`config.mk`:
```
export PLATFORM = sky130hd
export DESIGN_NAME = cron_job_alarm_table_unit_flat
export DESIGN_NICKNAME = d
export VERILOG_FILES = /design/src/cjat_pkg.sv /design/src/cjat_if.sv /design/src/cron_job_alarm_table_unit.sv /design/src/cjat_queue.sv /design/src/cjat_front.sv /design/src/cjat_back.sv /design/src/flat_wrapper.sv
export SDC_FILE = /design/constraint.sdc
export NUM_CORES = 2
export LEC_CHECK = 0
export ABC_AREA = 0
export BUFFER_PORTS_ARGS = -buffer_cell sky130_fd_sc_hd__buf_2
export CAP_MARGIN = 20
export CORE_MARGIN = 2
export CORE_UTILIZATION = 55
export DETAILED_ROUTE_END_ITERATION = 10
export PLACE_DENSITY = 0.7
export SLEW_MARGIN = 25
export SYNTH_ARGS = -nofsm -noshare
export SYNTH_HDL_FRONTEND = slang
export SYNTH_HIERARCHICAL = 1
export SYNTH_SLANG_ARGS = --single-unit
```
`constraint.sdc`:
```
create_clock -name clk_i -period 13.3 [get_ports clk_i]
set_clock_uncertainty 0.05 [all_clocks]
set_input_delay 1.33 -clock clk_i [delete_from_list [all_inputs] [get_ports clk_i]]
set_output_delay 1.33 -clock clk_i [all_outputs]
set_load 0.01 [all_outputs]
```
`src/cjat_pkg.sv`:
```
// Shared types, constants and codes for the cron job alarm table.
package cjat_pkg;

  localparam int NUM_JOBS    = 16;
  localparam int JOB_IDX_W   = (NUM_JOBS > 1) ? $clog2(NUM_JOBS) : 1;
  localparam int QUEUE_DEPTH = 2;
  localparam int QPTR_W      = (QUEUE_DEPTH > 1) ? $clog2(QUEUE_DEPTH) : 1;
  localparam int QCNT_W      = $clog2(QUEUE_DEPTH + 1);

  localparam int MODE_W    = 2;
  localparam int SLOT_W    = 4;
  localparam int MINUTE_W  = 7;
  localparam int HOUR_W    = 6;
  localparam int DAY_W     = 6;
  localparam int MONTH_W   = 5;
  localparam int WEEKDAY_W = 4;
  localparam int IVL_W     = 10;
  localparam int LIMIT_W   = 16;
  localparam int TIME_W    = 32;
  localparam int IVL_SEC_W = 16;

  localparam int SEC_PER_MIN = 60;
  localparam logic [LIMIT_W-1:0] RUN_COUNT_MAX = '1;

  localparam logic [MODE_W-1:0] MODE_LOAD   = 2'd0;
  localparam logic [MODE_W-1:0] MODE_REMOVE = 2'd1;
  localparam logic [MODE_W-1:0] MODE_TICK   = 2'd2;

  typedef enum logic [1:0] {
    OP_LOAD,
    OP_REMOVE,
    OP_TICK
  } op_e;

  typedef enum logic [1:0] {
    BK_IDLE,
    BK_WALK,
    BK_FINISH
  } back_state_e;

  typedef struct packed {
    op_e                          op;
    logic [SLOT_W-1:0]            slot;
    logic signed [MINUTE_W-1:0]   minute;
    logic signed [HOUR_W-1:0]     hour;
    logic signed [DAY_W-1:0]      day;
    logic signed [MONTH_W-1:0]    month;
    logic signed [WEEKDAY_W-1:0]  weekday;
    logic [IVL_SEC_W-1:0]         ivl_secs;
    logic [LIMIT_W-1:0]           limit;
    logic [TIME_W-1:0]            now;
  } cmd_t;

endpackage

```
`src/cjat_if.sv`:
```
// Handshake interfaces for the input and result channels.
interface cjat_in_if;
  import cjat_pkg::*;
  logic                         valid;
  logic                         ready;
  logic [MODE_W-1:0]            mode;
  logic [SLOT_W-1:0]            job_slot;
  logic signed [MINUTE_W-1:0]   minute_value;
  logic signed [HOUR_W-1:0]     hour_value;
  logic signed [DAY_W-1:0]      day_value;
  logic signed [MONTH_W-1:0]    month_value;
  logic signed [WEEKDAY_W-1:0]  weekday_value;
  logic [IVL_W-1:0]             period_minutes;
  logic [LIMIT_W-1:0]           repeat_limit;
  logic [TIME_W-1:0]            now_seconds;

  modport source (
    output valid, mode, job_slot, minute_value, hour_value, day_value, month_value,
           weekday_value, period_minutes, repeat_limit, now_seconds,
    input  ready
  );
  modport sink (
    input  valid, mode, job_slot, minute_value, hour_value, day_value, month_value,
           weekday_value, period_minutes, repeat_limit, now_seconds,
    output ready
  );
endinterface

interface cjat_out_if;
  import cjat_pkg::*;
  logic              valid;
  logic              ready;
  logic              fired;
  logic [SLOT_W-1:0] fired_slot;
  logic              deactivated;
  logic              last_in_tick;

  modport source (
    output valid, fired, fired_slot, deactivated, last_in_tick,
    input  ready
  );
  modport sink (
    input  valid, fired, fired_slot, deactivated, last_in_tick,
    output ready
  );
endinterface

```
`src/cron_job_alarm_table_unit.sv`:
```
// Top level of the cron job alarm table: front end, command queue and back end.
// Load and remove words are executed by the back end and produce no result.
// A tick walks every slot and ends with one result word flagged last_in_tick;
// the walk reads one table slot per cycle while a held firing can leave.
// Reset clears every slot's active bit, empties the queue and drops any pending result.
module cron_job_alarm_table_unit
  import cjat_pkg::*;
(
  input  logic       clk_i,
  input  logic       rst_ni,
  cjat_in_if.sink    in_i,
  cjat_out_if.source out_o
);

  logic push;
  cmd_t push_cmd;
  logic q_full;
  logic pop;
  cmd_t q_head;
  logic q_empty;

  cjat_front u_front (
    .in_i       (in_i),
    .q_full_i   (q_full),
    .push_o     (push),
    .push_cmd_o (push_cmd)
  );

  cjat_queue u_queue (
    .clk_i      (clk_i),
    .rst_ni     (rst_ni),
    .push_i     (push),
    .push_cmd_i (push_cmd),
    .full_o     (q_full),
    .pop_i      (pop),
    .head_o     (q_head),
    .empty_o    (q_empty)
  );

  cjat_back u_back (
    .clk_i     (clk_i),
    .rst_ni    (rst_ni),
    .q_empty_i (q_empty),
    .q_head_i  (q_head),
    .pop_o     (pop),
    .out_o     (out_o)
  );

endmodule

```
`src/cjat_queue.sv`:
```
// Short command queue between the front and the back of the alarm table.
module cjat_queue
  import cjat_pkg::*;
(
  input  logic clk_i,
  input  logic rst_ni,
  input  logic push_i,
  input  cmd_t push_cmd_i,
  output logic full_o,
  input  logic pop_i,
  output cmd_t head_o,
  output logic empty_o
);

  cmd_t              mem_q [QUEUE_DEPTH];
  logic [QPTR_W-1:0] wr_ptr_q, wr_ptr_d;
  logic [QPTR_W-1:0] rd_ptr_q, rd_ptr_d;
  logic [QCNT_W-1:0] count_q, count_d;

  assign full_o  = (count_q == QCNT_W'(QUEUE_DEPTH));
  assign empty_o = (count_q == '0);
  assign head_o  = mem_q[rd_ptr_q];

  always_comb begin
    wr_ptr_d = wr_ptr_q;
    rd_ptr_d = rd_ptr_q;
    count_d  = count_q;
    if (push_i) begin
      wr_ptr_d = (wr_ptr_q == QPTR_W'(QUEUE_DEPTH - 1)) ? '0 : wr_ptr_q + 1'b1;
    end
    if (pop_i) begin
      rd_ptr_d = (rd_ptr_q == QPTR_W'(QUEUE_DEPTH - 1)) ? '0 : rd_ptr_q + 1'b1;
    end
    if (push_i && !pop_i) begin
      count_d = count_q + 1'b1;
    end else if (pop_i && !push_i) begin
      count_d = count_q - 1'b1;
    end
  end

  always_ff @(posedge clk_i or negedge rst_ni) begin
    if (!rst_ni) begin
      wr_ptr_q <= '0;
      rd_ptr_q <= '0;
      count_q  <= '0;
    end else begin
      wr_ptr_q <= wr_ptr_d;
      rd_ptr_q <= rd_ptr_d;
      count_q  <= count_d;
    end
  end

  always_ff @(posedge clk_i) begin
    if (push_i) begin
      mem_q[wr_ptr_q] <= push_cmd_i;
    end
  end

endmodule

```
`src/cjat_front.sv`:
```
// Front end: accepts input words, classifies them and feeds the command queue.
module cjat_front
  import cjat_pkg::*;
(
  cjat_in_if.sink in_i,
  input  logic    q_full_i,
  output logic    push_o,
  output cmd_t    push_cmd_o
);

  logic accept;
  logic keep;
  logic slot_ok;

  assign in_i.ready = !q_full_i;
  assign accept     = in_i.valid && in_i.ready;
  assign slot_ok    = (int'(in_i.job_slot) < NUM_JOBS);

  always_comb begin
    push_cmd_o.op       = OP_TICK;
    push_cmd_o.slot     = in_i.job_slot;
    push_cmd_o.minute   = in_i.minute_value;
    push_cmd_o.hour     = in_i.hour_value;
    push_cmd_o.day      = in_i.day_value;
    push_cmd_o.month    = in_i.month_value;
    push_cmd_o.weekday  = in_i.weekday_value;
    // The interval is kept in seconds so the walk needs only a compare.
    push_cmd_o.ivl_secs = IVL_SEC_W'(in_i.period_minutes) * IVL_SEC_W'(SEC_PER_MIN);
    push_cmd_o.limit    = in_i.repeat_limit;
    push_cmd_o.now      = in_i.now_seconds;
    keep                = 1'b0;
    unique case (in_i.mode)
      MODE_LOAD: begin
        push_cmd_o.op = OP_LOAD;
        keep          = slot_ok;
      end
      MODE_REMOVE: begin
        push_cmd_o.op = OP_REMOVE;
        keep          = slot_ok;
      end
      MODE_TICK: begin
        push_cmd_o.op = OP_TICK;
        keep          = 1'b1;
      end
      default: begin
        // The unused mode is consumed and produces nothing.
        keep = 1'b0;
      end
    endcase
  end

  assign push_o = accept && keep;

endmodule

```
`src/cjat_back.sv`:
```
// Back end: holds the job table, executes commands and walks the slots on a tick.
module cjat_back
  import cjat_pkg::*;
(
  input  logic       clk_i,
  input  logic       rst_ni,
  input  logic       q_empty_i,
  input  cmd_t       q_head_i,
  output logic       pop_o,
  cjat_out_if.source out_o
);

  // Job table.
  logic [NUM_JOBS-1:0]          active_q;
  logic                         has_run_q   [NUM_JOBS];
  logic [TIME_W-1:0]            last_fire_q [NUM_JOBS];
  logic [LIMIT_W-1:0]           run_count_q [NUM_JOBS];
  logic signed [MINUTE_W-1:0]   minute_q    [NUM_JOBS];
  logic signed [HOUR_W-1:0]     hour_q      [NUM_JOBS];
  logic signed [DAY_W-1:0]      day_q       [NUM_JOBS];
  logic signed [MONTH_W-1:0]    month_q     [NUM_JOBS];
  logic signed [WEEKDAY_W-1:0]  weekday_q   [NUM_JOBS];
  logic [IVL_SEC_W-1:0]         ivl_secs_q  [NUM_JOBS];
  logic [LIMIT_W-1:0]           limit_q     [NUM_JOBS];

  // Tick being walked.
  logic [TIME_W-1:0]            tick_now_q;
  logic signed [MINUTE_W-1:0]   tick_minute_q;
  logic signed [HOUR_W-1:0]     tick_hour_q;
  logic signed [DAY_W-1:0]      tick_day_q;
  logic signed [MONTH_W-1:0]    tick_month_q;
  logic signed [WEEKDAY_W-1:0]  tick_weekday_q;

  back_state_e          state_q, state_d;
  logic [JOB_IDX_W-1:0] idx_q, idx_d;
  logic                 pend_valid_q, pend_valid_d;
  logic [SLOT_W-1:0]    pend_slot_q, pend_slot_d;
  logic                 pend_deact_q, pend_deact_d;

  logic                 out_valid_q;
  logic                 out_fired_q;
  logic [SLOT_W-1:0]    out_slot_q;
  logic                 out_deact_q;
  logic                 out_last_q;

  logic                 ld_we, rm_we, fire_we, tick_ld;
  logic [JOB_IDX_W-1:0] cmd_idx;
  logic                 push;
  logic                 push_fired, push_deact, push_last;
  logic [SLOT_W-1:0]    push_slot;
  logic                 out_free;

  // Walk datapath for the slot at idx_q.
  logic [LIMIT_W-1:0]   cur_count, cur_limit, next_count;
  logic [TIME_W:0]      diff;
  logic                 not_earlier, ivl_reached, guard_ok;
  logic                 fields_match, eligible, fire, deact;

  assign cmd_idx   = JOB_IDX_W'(q_head_i.slot);
  assign out_free  = !out_valid_q || out_o.ready;
  assign cur_count = run_count_q[idx_q];
  assign cur_limit = limit_q[idx_q];

  assign diff        = {1'b0, tick_now_q} - {1'b0, last_fire_q[idx_q]};
  assign not_earlier = !diff[TIME_W];
  assign ivl_reached = not_earlier &&
                       (diff[TIME_W-1:0] >= TIME_W'(ivl_secs_q[idx_q]));
  assign guard_ok    = not_earlier && (diff[TIME_W-1:0] >= TIME_W'(SEC_PER_MIN));

  // A negative schedule field is a wildcard.
  assign fields_match = (minute_q[idx_q][MINUTE_W-1]   || minute_q[idx_q]  == tick_minute_q) &&
                        (hour_q[idx_q][HOUR_W-1]       || hour_q[idx_q]    == tick_hour_q) &&
                        (day_q[idx_q][DAY_W-1]         || day_q[idx_q]     == tick_day_q) &&
                        (month_q[idx_q][MONTH_W-1]     || month_q[idx_q]   == tick_month_q) &&
                        (weekday_q[idx_q][WEEKDAY_W-1] || weekday_q[idx_q] == tick_weekday_q);

  assign eligible = active_q[idx_q] && !((cur_limit != '0) && (cur_count >= cur_limit));

  always_comb begin
    if (ivl_secs_q[idx_q] != '0) begin
      fire = eligible && (!has_run_q[idx_q] || ivl_reached);
    end else begin
      fire = eligible && fields_match && (!has_run_q[idx_q] || guard_ok);
    end
  end

  assign next_count = (cur_count == RUN_COUNT_MAX) ? cur_count : cur_count + 1'b1;
  assign deact      = (cur_limit != '0) && (next_count >= cur_limit);

  always_comb begin
    state_d      = state_q;
    idx_d        = idx_q;
    pend_valid_d = pend_valid_q;
    pend_slot_d  = pend_slot_q;
    pend_deact_d = pend_deact_q;
    pop_o        = 1'b0;
    ld_we        = 1'b0;
    rm_we        = 1'b0;
    fire_we      = 1'b0;
    tick_ld      = 1'b0;
    push         = 1'b0;
    push_fired   = 1'b0;
    push_slot    = '0;
    push_deact   = 1'b0;
    push_last    = 1'b0;
    unique case (state_q)
      BK_IDLE: begin
        if (!q_empty_i) begin
          pop_o = 1'b1;
          unique case (q_head_i.op)
            OP_LOAD:   ld_we = 1'b1;
            OP_REMOVE: rm_we = 1'b1;
            OP_TICK: begin
              tick_ld      = 1'b1;
              idx_d        = '0;
              pend_valid_d = 1'b0;
              state_d      = BK_WALK;
            end
            default: ;
          endcase
        end
      end
      BK_WALK: begin
        // A firing slot is held back until the next firing or the end of the walk so the last
        // result of the tick can be flagged; the step stalls while that held word cannot leave.
        if (!(fire && pend_valid_q && !out_free)) begin
          if (fire) begin
            fire_we      = 1'b1;
            pend_valid_d = 1'b1;
            pend_slot_d  = SLOT_W'(idx_q);
            pend_deact_d = deact;
            if (pend_valid_q) begin
              push       = 1'b1;
              push_fired = 1'b1;
              push_slot  = pend_slot_q;
              push_deact = pend_deact_q;
            end
          end
          if (idx_q == JOB_IDX_W'(NUM_JOBS - 1)) begin
            state_d = BK_FINISH;
          end else begin
            idx_d = idx_q + 1'b1;
          end
        end
      end
      BK_FINISH: begin
        if (out_free) begin
          push       = 1'b1;
          push_fired = pend_valid_q;
          push_slot  = pend_valid_q ? pend_slot_q : '0;
          push_deact = pend_valid_q && pend_deact_q;
          push_last  = 1'b1;
          state_d    = BK_IDLE;
        end
      end
      default: state_d = BK_IDLE;
    endcase
  end

  always_ff @(posedge clk_i or negedge rst_ni) begin
    if (!rst_ni) begin
      state_q      <= BK_IDLE;
      idx_q        <= '0;
      pend_valid_q <= 1'b0;
      out_valid_q  <= 1'b0;
      active_q     <= '0;
    end else begin
      state_q      <= state_d;
      idx_q        <= idx_d;
      pend_valid_q <= pend_valid_d;
      if (push) begin
        out_valid_q <= 1'b1;
      end else if (out_o.ready) begin
        out_valid_q <= 1'b0;
      end
      if (ld_we) begin
        active_q[cmd_idx] <= 1'b1;
      end
      if (rm_we) begin
        active_q[cmd_idx] <= 1'b0;
      end
      if (fire_we && deact) begin
        active_q[idx_q] <= 1'b0;
      end
    end
  end

  always_ff @(posedge clk_i) begin
    pend_slot_q  <= pend_slot_d;
    pend_deact_q <= pend_deact_d;
    if (push) begin
      out_fired_q <= push_fired;
      out_slot_q  <= push_slot;
      out_deact_q <= push_deact;
      out_last_q  <= push_last;
    end
    if (tick_ld) begin
      tick_now_q     <= q_head_i.now;
      tick_minute_q  <= q_head_i.minute;
      tick_hour_q    <= q_head_i.hour;
      tick_day_q     <= q_head_i.day;
      tick_month_q   <= q_head_i.month;
      tick_weekday_q <= q_head_i.weekday;
    end
    if (ld_we) begin
      has_run_q[cmd_idx]   <= 1'b0;
      last_fire_q[cmd_idx] <= '0;
      run_count_q[cmd_idx] <= '0;
      minute_q[cmd_idx]    <= q_head_i.minute;
      hour_q[cmd_idx]      <= q_head_i.hour;
      day_q[cmd_idx]       <= q_head_i.day;
      month_q[cmd_idx]     <= q_head_i.month;
      weekday_q[cmd_idx]   <= q_head_i.weekday;
      ivl_secs_q[cmd_idx]  <= q_head_i.ivl_secs;
      limit_q[cmd_idx]     <= q_head_i.limit;
    end
    if (fire_we) begin
      has_run_q[idx_q]   <= 1'b1;
      last_fire_q[idx_q] <= tick_now_q;
      run_count_q[idx_q] <= next_count;
    end
  end

  assign out_o.valid        = out_valid_q;
  assign out_o.fired        = out_fired_q;
  assign out_o.fired_slot   = out_slot_q;
  assign out_o.deactivated  = out_deact_q;
  assign out_o.last_in_tick = out_last_q;

endmodule

```
`src/flat_wrapper.sv`:
```
// flat-port wrapper written by rule: the top's interface ports become plain ports
module cron_job_alarm_table_unit_flat import cjat_pkg::*;
  (clk_i, rst_ni, in_i_valid, in_i_mode, in_i_job_slot, in_i_minute_value, in_i_hour_value, in_i_day_value, in_i_month_value, in_i_weekday_value, in_i_period_minutes, in_i_repeat_limit, in_i_now_seconds, in_i_ready, out_o_valid, out_o_fired, out_o_fired_slot, out_o_deactivated, out_o_last_in_tick, out_o_ready);
  cjat_in_if in_i_i ();
  cjat_out_if out_o_i ();
  input  logic clk_i;
  input  logic rst_ni;
  input wire logic [$bits(in_i_i.valid)-1:0] in_i_valid;
  input wire logic [$bits(in_i_i.mode)-1:0] in_i_mode;
  input wire logic [$bits(in_i_i.job_slot)-1:0] in_i_job_slot;
  input wire logic [$bits(in_i_i.minute_value)-1:0] in_i_minute_value;
  input wire logic [$bits(in_i_i.hour_value)-1:0] in_i_hour_value;
  input wire logic [$bits(in_i_i.day_value)-1:0] in_i_day_value;
  input wire logic [$bits(in_i_i.month_value)-1:0] in_i_month_value;
  input wire logic [$bits(in_i_i.weekday_value)-1:0] in_i_weekday_value;
  input wire logic [$bits(in_i_i.period_minutes)-1:0] in_i_period_minutes;
  input wire logic [$bits(in_i_i.repeat_limit)-1:0] in_i_repeat_limit;
  input wire logic [$bits(in_i_i.now_seconds)-1:0] in_i_now_seconds;
  output wire logic [$bits(in_i_i.ready)-1:0] in_i_ready;
  output wire logic [$bits(out_o_i.valid)-1:0] out_o_valid;
  output wire logic [$bits(out_o_i.fired)-1:0] out_o_fired;
  output wire logic [$bits(out_o_i.fired_slot)-1:0] out_o_fired_slot;
  output wire logic [$bits(out_o_i.deactivated)-1:0] out_o_deactivated;
  output wire logic [$bits(out_o_i.last_in_tick)-1:0] out_o_last_in_tick;
  input wire logic [$bits(out_o_i.ready)-1:0] out_o_ready;
  assign in_i_i.valid = in_i_valid;
  assign in_i_i.mode = in_i_mode;
  assign in_i_i.job_slot = in_i_job_slot;
  assign in_i_i.minute_value = in_i_minute_value;
  assign in_i_i.hour_value = in_i_hour_value;
  assign in_i_i.day_value = in_i_day_value;
  assign in_i_i.month_value = in_i_month_value;
  assign in_i_i.weekday_value = in_i_weekday_value;
  assign in_i_i.period_minutes = in_i_period_minutes;
  assign in_i_i.repeat_limit = in_i_repeat_limit;
  assign in_i_i.now_seconds = in_i_now_seconds;
  assign in_i_ready = in_i_i.ready;
  assign out_o_valid = out_o_i.valid;
  assign out_o_fired = out_o_i.fired;
  assign out_o_fired_slot = out_o_i.fired_slot;
  assign out_o_deactivated = out_o_i.deactivated;
  assign out_o_last_in_tick = out_o_i.last_in_tick;
  assign out_o_i.ready = out_o_ready;
  cron_job_alarm_table_unit u_core (.clk_i(clk_i), .rst_ni(rst_ni), .in_i(in_i_i), .out_o(out_o_i));
endmodule
```
# Word-level counts from Yosys, hierarchy flattened
# Memories as Yosys holds them, arrays and structs flattened.
# Index checks and enable logic that the tools add are counted.
[totals] ff_bits=100 ramBits=1936 input_bits=96 output_inout_bits=9 word_cells=210 n_memories=11
[op_classes] add_sub_neg=7 n_mul=1 magnitude_cmp=8 n_eq_ne=21 n_mux=81 bitwise_logic=6 reduce_logical=55
[memory_table] memory="u_core.u_back.last_fire_q" words=16 word_bits=32 rd=1 rd_ports_with_merged_regs=0 write_ports=1 line_no="cjat_back.sv:16" rtl="logic [TIME_W-1:0] last_fire_q [NUM_JOBS];"
[memory_table] memory="u_core.u_back.ivl_secs_q" words=16 word_bits=16 rd=1 rd_ports_with_merged_regs=0 write_ports=1 line_no="cjat_back.sv:23" rtl="logic [IVL_SEC_W-1:0] ivl_secs_q [NUM_JOBS];"
[memory_table] memory="u_core.u_back.limit_q" words=16 word_bits=16 rd=1 rd_ports_with_merged_regs=0 write_ports=1 line_no="cjat_back.sv:24" rtl="logic [LIMIT_W-1:0] limit_q [NUM_JOBS];"
[memory_table] memory="u_core.u_back.run_count_q" words=16 word_bits=16 rd=1 rd_ports_with_merged_regs=0 write_ports=1 line_no="cjat_back.sv:17" rtl="logic [LIMIT_W-1:0] run_count_q [NUM_JOBS];"
[memory_table] memory="u_core.u_queue.mem_q" words=2 word_bits=96 rd=1 rd_ports_with_merged_regs=0 write_ports=1 line_no="cjat_queue.sv:15" rtl="cmd_t mem_q [QUEUE_DEPTH];"
[memory_table] memory="u_core.u_back.minute_q" words=16 word_bits=7 rd=1 rd_ports_with_merged_regs=0 write_ports=1 line_no="cjat_back.sv:18" rtl="logic signed [MINUTE_W-1:0] minute_q [NUM_JOBS];"
[memory_table] memory="+5 memories"
[op_table] op="2-to-1 mux 16 bit" count=5
[op_table] op="2-to-1 mux 1 bit" count=46
[op_table] op="2-to-1 mux 4 bit" count=11
[op_table] op="subtractor 32 x 32 -> 33 bit" count=1
[op_table] op="bitwise AND 16 bit" count=2
[op_table] op="greater-or-equal comparator 16 bit" count=2
[op_table] op="greater-or-equal comparator 32 x 16 -> 1 bit" count=1
[op_table] op="greater-or-equal comparator 32 x 6 -> 1 bit, second input constant" count=1
[op_table] op="2-to-1 mux 32 bit" count=1
[op_table] op="inverter 16 bit" count=2
[op_table] op="nonzero test 16 bit" count=2
[op_table] op="OR reduction 32 bit" count=1
[op_table] op="logical AND 1 bit" count=22
[op_table] op="adder 16 x 1 -> 16 bit, second input constant" count=1
[op_table] op="equality test 16 bit, second input constant" count=1
[op_table] op="bitwise OR 16 bit" count=1
[op_table] op="case mux 4 bit (2 select lines)" count=2
[op_table] op="OR reduction 16 bit" count=1
[op_table] op="AND reduction 5 bit" count=3
[op_table] op="multiplier 10 x 4 -> 14 bit, second input constant" count=1
[op_table] op="2-to-1 mux 2 bit" count=7
[op_table] op="equality test 6 bit" count=2
[op_table] op="!= test 2 bit, second input constant" count=6
[op_table] op="less-than comparator 4 x 5 -> 1 bit, second input constant" count=2
[op_table] op="25 further kinds" count=55

# Longest topological paths before layout
# An unclocked memory read counts as a cell.
[logic_depth] depth_word=18 depth_mapped=32

# Cells and area by module
# Netlist, hierarchy kept.
[modules_own_cells] module="cjat_back" n_inst=1 cells_per_inst=3481 area_per_inst_um2=73845.8
[modules_own_cells] module="cjat_queue" n_inst=1 cells_per_inst=321 area_per_inst_um2=7287.0
[modules_own_cells] module="cjat_front" n_inst=1 cells_per_inst=198 area_per_inst_um2=1606.5

# Least setup slack after synthesis
# Ideal clock, no wire load.
[synth_timing] kind="register -> register" startpoint="reg u_core.u_back.idx_q[0]" endpoint="mem u_core.u_back.has_run_q[14], enable pin" setup_time_ps=477 arrival_ps=9287 t_required_ps=12773 path_slack_ps=3486 stages_incl_launch_ff=32 period_less_slack_ps=9814 path_cell_list="dfrtp_1 buf_2 buf_6 buf_6 buf_2 buf_4 buf_2 buf_2 clkbuf_1 buf_2 mux4_2 mux4_2 inv_1 ha_1 and2_1 a21oi_1 a21boi_0 or4_1 nand3_1 ha_1 a21o_1 a21o_1 a21oi_1 o21ai_0 a21oi_1 o21ai_1 nor4_2 a41oi_2 and2b_1 buf_6 buf_2 mux2i_1"
[synth_via] elab_chain_cells=18
[synth_lines] element="from (decl)" line_no="cjat_back.sv:35" rtl="logic [JOB_IDX_W-1:0] idx_q, idx_d;"
[synth_lines] element="from (signal assigned)" line_no="cjat_back.sv:169" rtl="idx_q <= idx_d;"
[synth_lines] element="branches (longest 18 deep; another with subtractor 32 x 32 -> 33 bit)"
[synth_lines] element="to (decl)" line_no="cjat_back.sv:15" rtl="logic has_run_q [NUM_JOBS];"
# Parallel ways; which one is timed is not known. The select of a mux whose other input is x is not followed.

# Final worst setup path
[layout_timing] startpoint="reg u_core.u_back.idx_q[0]" endpoint="mem u_core.u_back.last_fire_q[15][29], enable pin"
[layout_via] elab_chain_cells=18
[layout_lines] element="branches (longest 18 deep; another with subtractor 32 x 32 -> 33 bit)"
[layout_lines] element="to (decl)" line_no="cjat_back.sv:16"
# Parallel ways; which one is timed is not known. The select of a mux whose other input is x is not followed.

==> flow_summary.json <==
{
  "synth_fa_ha_area_share_pct": 2.04,
  "dieWidth_um": 392,
  "grt_overflow": 0,
  "cts-htree-levels": 4,
  "min-delay-path-class": "reg2reg",
  "min_period_over_period_pct": 65.9,
  "yosys_register_bits": 2040,
  "finalHoldViolCount": 0,
  "cts.sinks": 2040,
  "io_pins": 105,
  "netlist_area_um2": 82700,
  "highest_layer": "met4",
  "synth_top_family_by_area": "multiplexers",
  "synthSimpleGateAreaFrac_pct": 2.64,
  "place_area_um2": 85100,
  "rsz0062_at_grt": "false",
  "fillers": 10400,
  "clk_latency_ps": 820,
  "postLayoutCellArea_um2": 91600,
  "synth_top_cell_by_area": "edfxtp_1",
  "pre_cts_ws_ps": 4070,
  "drtIter0Drc": 3988,
  "fin_total_pwr_mw": 19.2,
  "postCtsSetupBuffers": 0,
  "fin_util_pct": 61.2,
  "max_cap_viol_count": 0,
  "antenna_found_initial": 0,
  "rows": 142,
  "stdcell_count": 6303,
  "worst_slew_margin_rel_pct": 27.3,
  "drc_errors": 0,
  "start_util_pct": 55.3,
  "cts.repair.resized": 0,
  "ctsHoldBuffers": 0,
  "critPathRequiredTime_ps": 13670,
  "wl_met2_um": 92000,
  "routed-wl-met3_um": 11800,
  "synthMuxAreaShare_pct": 15.5,
  "tns_ps": 0,
  "synth-xor-area-share_pct": 0.741,
  "layout-drive-gt1-share_pct": 26.0,
  "dr.pass1.iters": 8,
  "synth.avg_cell_area_um2": 20.7,
  "gp_congestion": 0.866,
  "synth_edf_count": 2012,
  "outcome": "complete, no violations",
  "synth.most_common_cell": "edfxtp_1",
  "critical_path_class": "reg2reg",
  "synth.distinct_cells": 81,
  "crit_arrival_ps": 9130,
  "routedWlPerCell_um": 29.0,
  "drt-met1-wl_um": 74800,
  "dp.cells": 5935,
  "end_kind": "register",
  "die_h_um": 392,
  "finalCriticalPeriod_ps": 8760,
  "power_frac_seq_pct": 43.1,
  "grt_max_degree": 99,
  "p_leak_nw": 29.4,
  "combPwrFrac_pct": 28.3,
  "internal_power_mw": 13.4,
  "synth_top_area_share_pct": 73.0,
  "wirelength_um": 183000,
  "worstSetupStartpointType": "register",
  "yosys-top-cells-area": "edfxtp_1, mux4_2, ha_1",
  "setup-violations-final": 0,
  "dieArea_um2": 154000,
  "viasPerCell": 6.27,
  "dp_hpwl_um": 102000,
  "ir_worst_vdd_mv": 0.175,
  "first_global_vias": 40300,
  "cts_tree": "built",
  "ant_nets": 0,
  "clock_path_buffers": 3,
  "setup_slack_ps": 4540,
  "ff_latch_area_um2": 61100,
  "maxSlewViolCount": 0,
  "synth_common_cells": "edfxtp_1, mux4_2, ha_1",
  "coreArea_um2": 150000,
  "synth_compound_area_share_pct": 2.80,
  "final_net_count": 4343,
  "cts_made_buffers": 199,
  "timing.fmax_ghz": 0.114,
  "grt_pass1_wl_um": 269000,
  "area_delta_synth_final_pct": 10.7,
  "clk_pin_slew_ps": 60,
  "pwr-share-clk_pct": 28.6,
  "yosys_most_used_dff": "edfxtp_1",
  "tightest_slew_ps": 1090,
  "cts_root_buf": "clkbuf_16",
  "dr_total_vias": 39500,
  "yosysWarnings": 6,
  "hold_ws_ps": 439,
  "grt.total_usage_pct": 24.2,
  "p_switching_mw": 5.79,
  "multi_input_area_um2": 19900,
  "io_buffers": 104,
  "crit_fanout": 40,
  "swShare_pct": 30.2,
  "syn_inst": 4000,
  "power_density_nw_per_um2": 210,
  "async_reset_ff_share_pct": 1.37,
  "yosysSeqAreaShare_pct": 73.9
}
-- path summary, 6_finish.rpt --
path / slack, ps / start / end / cells past startpoint
worst max-delay path: 4540 / u_core/u_back/idx_q[0]$_DFFE_PN0P_ / u_core/u_back/last_fire_q[15][29]$_DFFE_PP_ / 19
worst min-delay path: 440 / u_core/u_queue/count_q[1]$_DFFE_PN0P_ / u_core/u_queue/count_q[1]$_DFFE_PN0P_ / 1
worst max register to register: 4540 / u_core/u_back/idx_q[0]$_DFFE_PN0P_ / u_core/u_back/last_fire_q[15][29]$_DFFE_PP_ / 19
worst min register to register: 440 / u_core/u_queue/count_q[1]$_DFFE_PN0P_ / u_core/u_queue/count_q[1]$_DFFE_PN0P_ / 1
max in group asynchronous: 12130 / rst_ni / u_core/u_back/idx_q[2]$_DFFE_PN0P_ / 1
min in group asynchronous: 520 / rst_ni / u_core/u_queue/wr_ptr_q$_DFFE_PN0P_ / 1
-- layer usage --
layer	GRT usage [%]	vias to the layer above
met2	40.2	1552
met5	0	-
met4	6.44	0
met3	3.54	284
met1	34.1	21100
li1	-	16600
-- flip-flops by register name, indices dropped and copies added, names as in the netlist, 2 cells and up --
name                            flops
u_core/u_queue/count_q              2
u_core/u_back/minute_q            112
u_core/u_back/hour_q               96
u_core/u_back/out_o.fired_slot      4
u_core/u_back/tick_minute_q         7
u_core/u_back/tick_day_q            6
u_core/u_back/day_q                96
u_core/u_back/weekday_q            64
u_core/u_back/ivl_secs_q          256
u_core/u_back/has_run_q            16
u_core/u_queue/mem_q              196
u_core/u_back/active_q             16
u_core/u_back/state_q               2
u_core/u_back/last_fire_q         512
u_core/u_back/idx_q                 4
u_core/u_back/tick_weekday_q        4
u_core/u_back/limit_q             256
u_core/u_back/tick_month_q          5
u_core/u_back/pend_slot_q           4
u_core/u_back/tick_hour_q           6
u_core/u_back/tick_now_q           32
u_core/u_back/run_count_q         256
u_core/u_back/month_q              80
-- layout make-up --
cell class                      instances  area share, %
Clock inverter                        128           1.38
Clock buffer                          236           5.59
Antenna cell                            1        0.00273
Sequential cell                      2040           66.7
Tap cell                             2016           2.75
Timing Repair Buffer                  184           1.37
Inverter                              101          0.432
Multi-Input combinational cell       1597           21.7
-- cells in the final DEF, fill, tap and decap left out, types with 25 or more instances in the layout --
cell type / synthesis / layout
clkinv_2: 0 / 44
clkbuf_1: 58 / 37
edfxtp_1: 2012 / 2012
o21ai_0: 43 / 43
a22o_1: 48 / 48
buf_2: 73 / 104
and2_1: 66 / 64
buf_4: 98 / 68
clkbuf_16: 0 / 199
nor2_1: 87 / 81
inv_1: 98 / 87
mux2i_1: 54 / 43
a21oi_1: 71 / 71
nand4_1: 25 / 25
mux2_2: 94 / 93
mux4_2: 489 / 489
nand2_1: 105 / 105
ha_1: 106 / 106
xnor2_1: 41 / 41
xor2_1: 29 / 29
a21o_1: 29 / 29
clkinv_1: 1 / 53
-- cell families after synthesis --
kind of cell               after synthesis
buffers and inverters                  364
other                                    1
AOI/OAI and AO/OA                      324
adders and majority gates              124
xor gates and xnor gates                70
and+or+nand+nor                        426
DFF                                   2040
muxes                                  651
-- power groups by stage --
stage	Sequential (mW)	Combinational [mW]	Clock, mW
after floorplan	8.29	3.94	0
after detailed placement	8.41	5.42	0
after global routing	8.30	5.89	5.83
after global placement	8.39	5.36	0
final	8.27	5.44	5.49
after CTS	8.27	5.45	5.58
-- critical path, cell delays in order, from the launching register on --
cell and delay (ps):
dfrtp_4 810, buf_4 560, buf_4 700, mux4_2 590, a22o_1 230, a221oi_1 420, ha_1 330, a21oi_1 130
nor2b_1 50, o21ai_0 210, a21oi_1 140, o41a_1 310, o21ai_0 380, nand4b_1 250, a41oi_2 770, and2b_4 580
buf_12 310, mux2i_4 580, buf_16 220, buf_4 530
No activity file was read; power rests on OpenSTA's default activity.
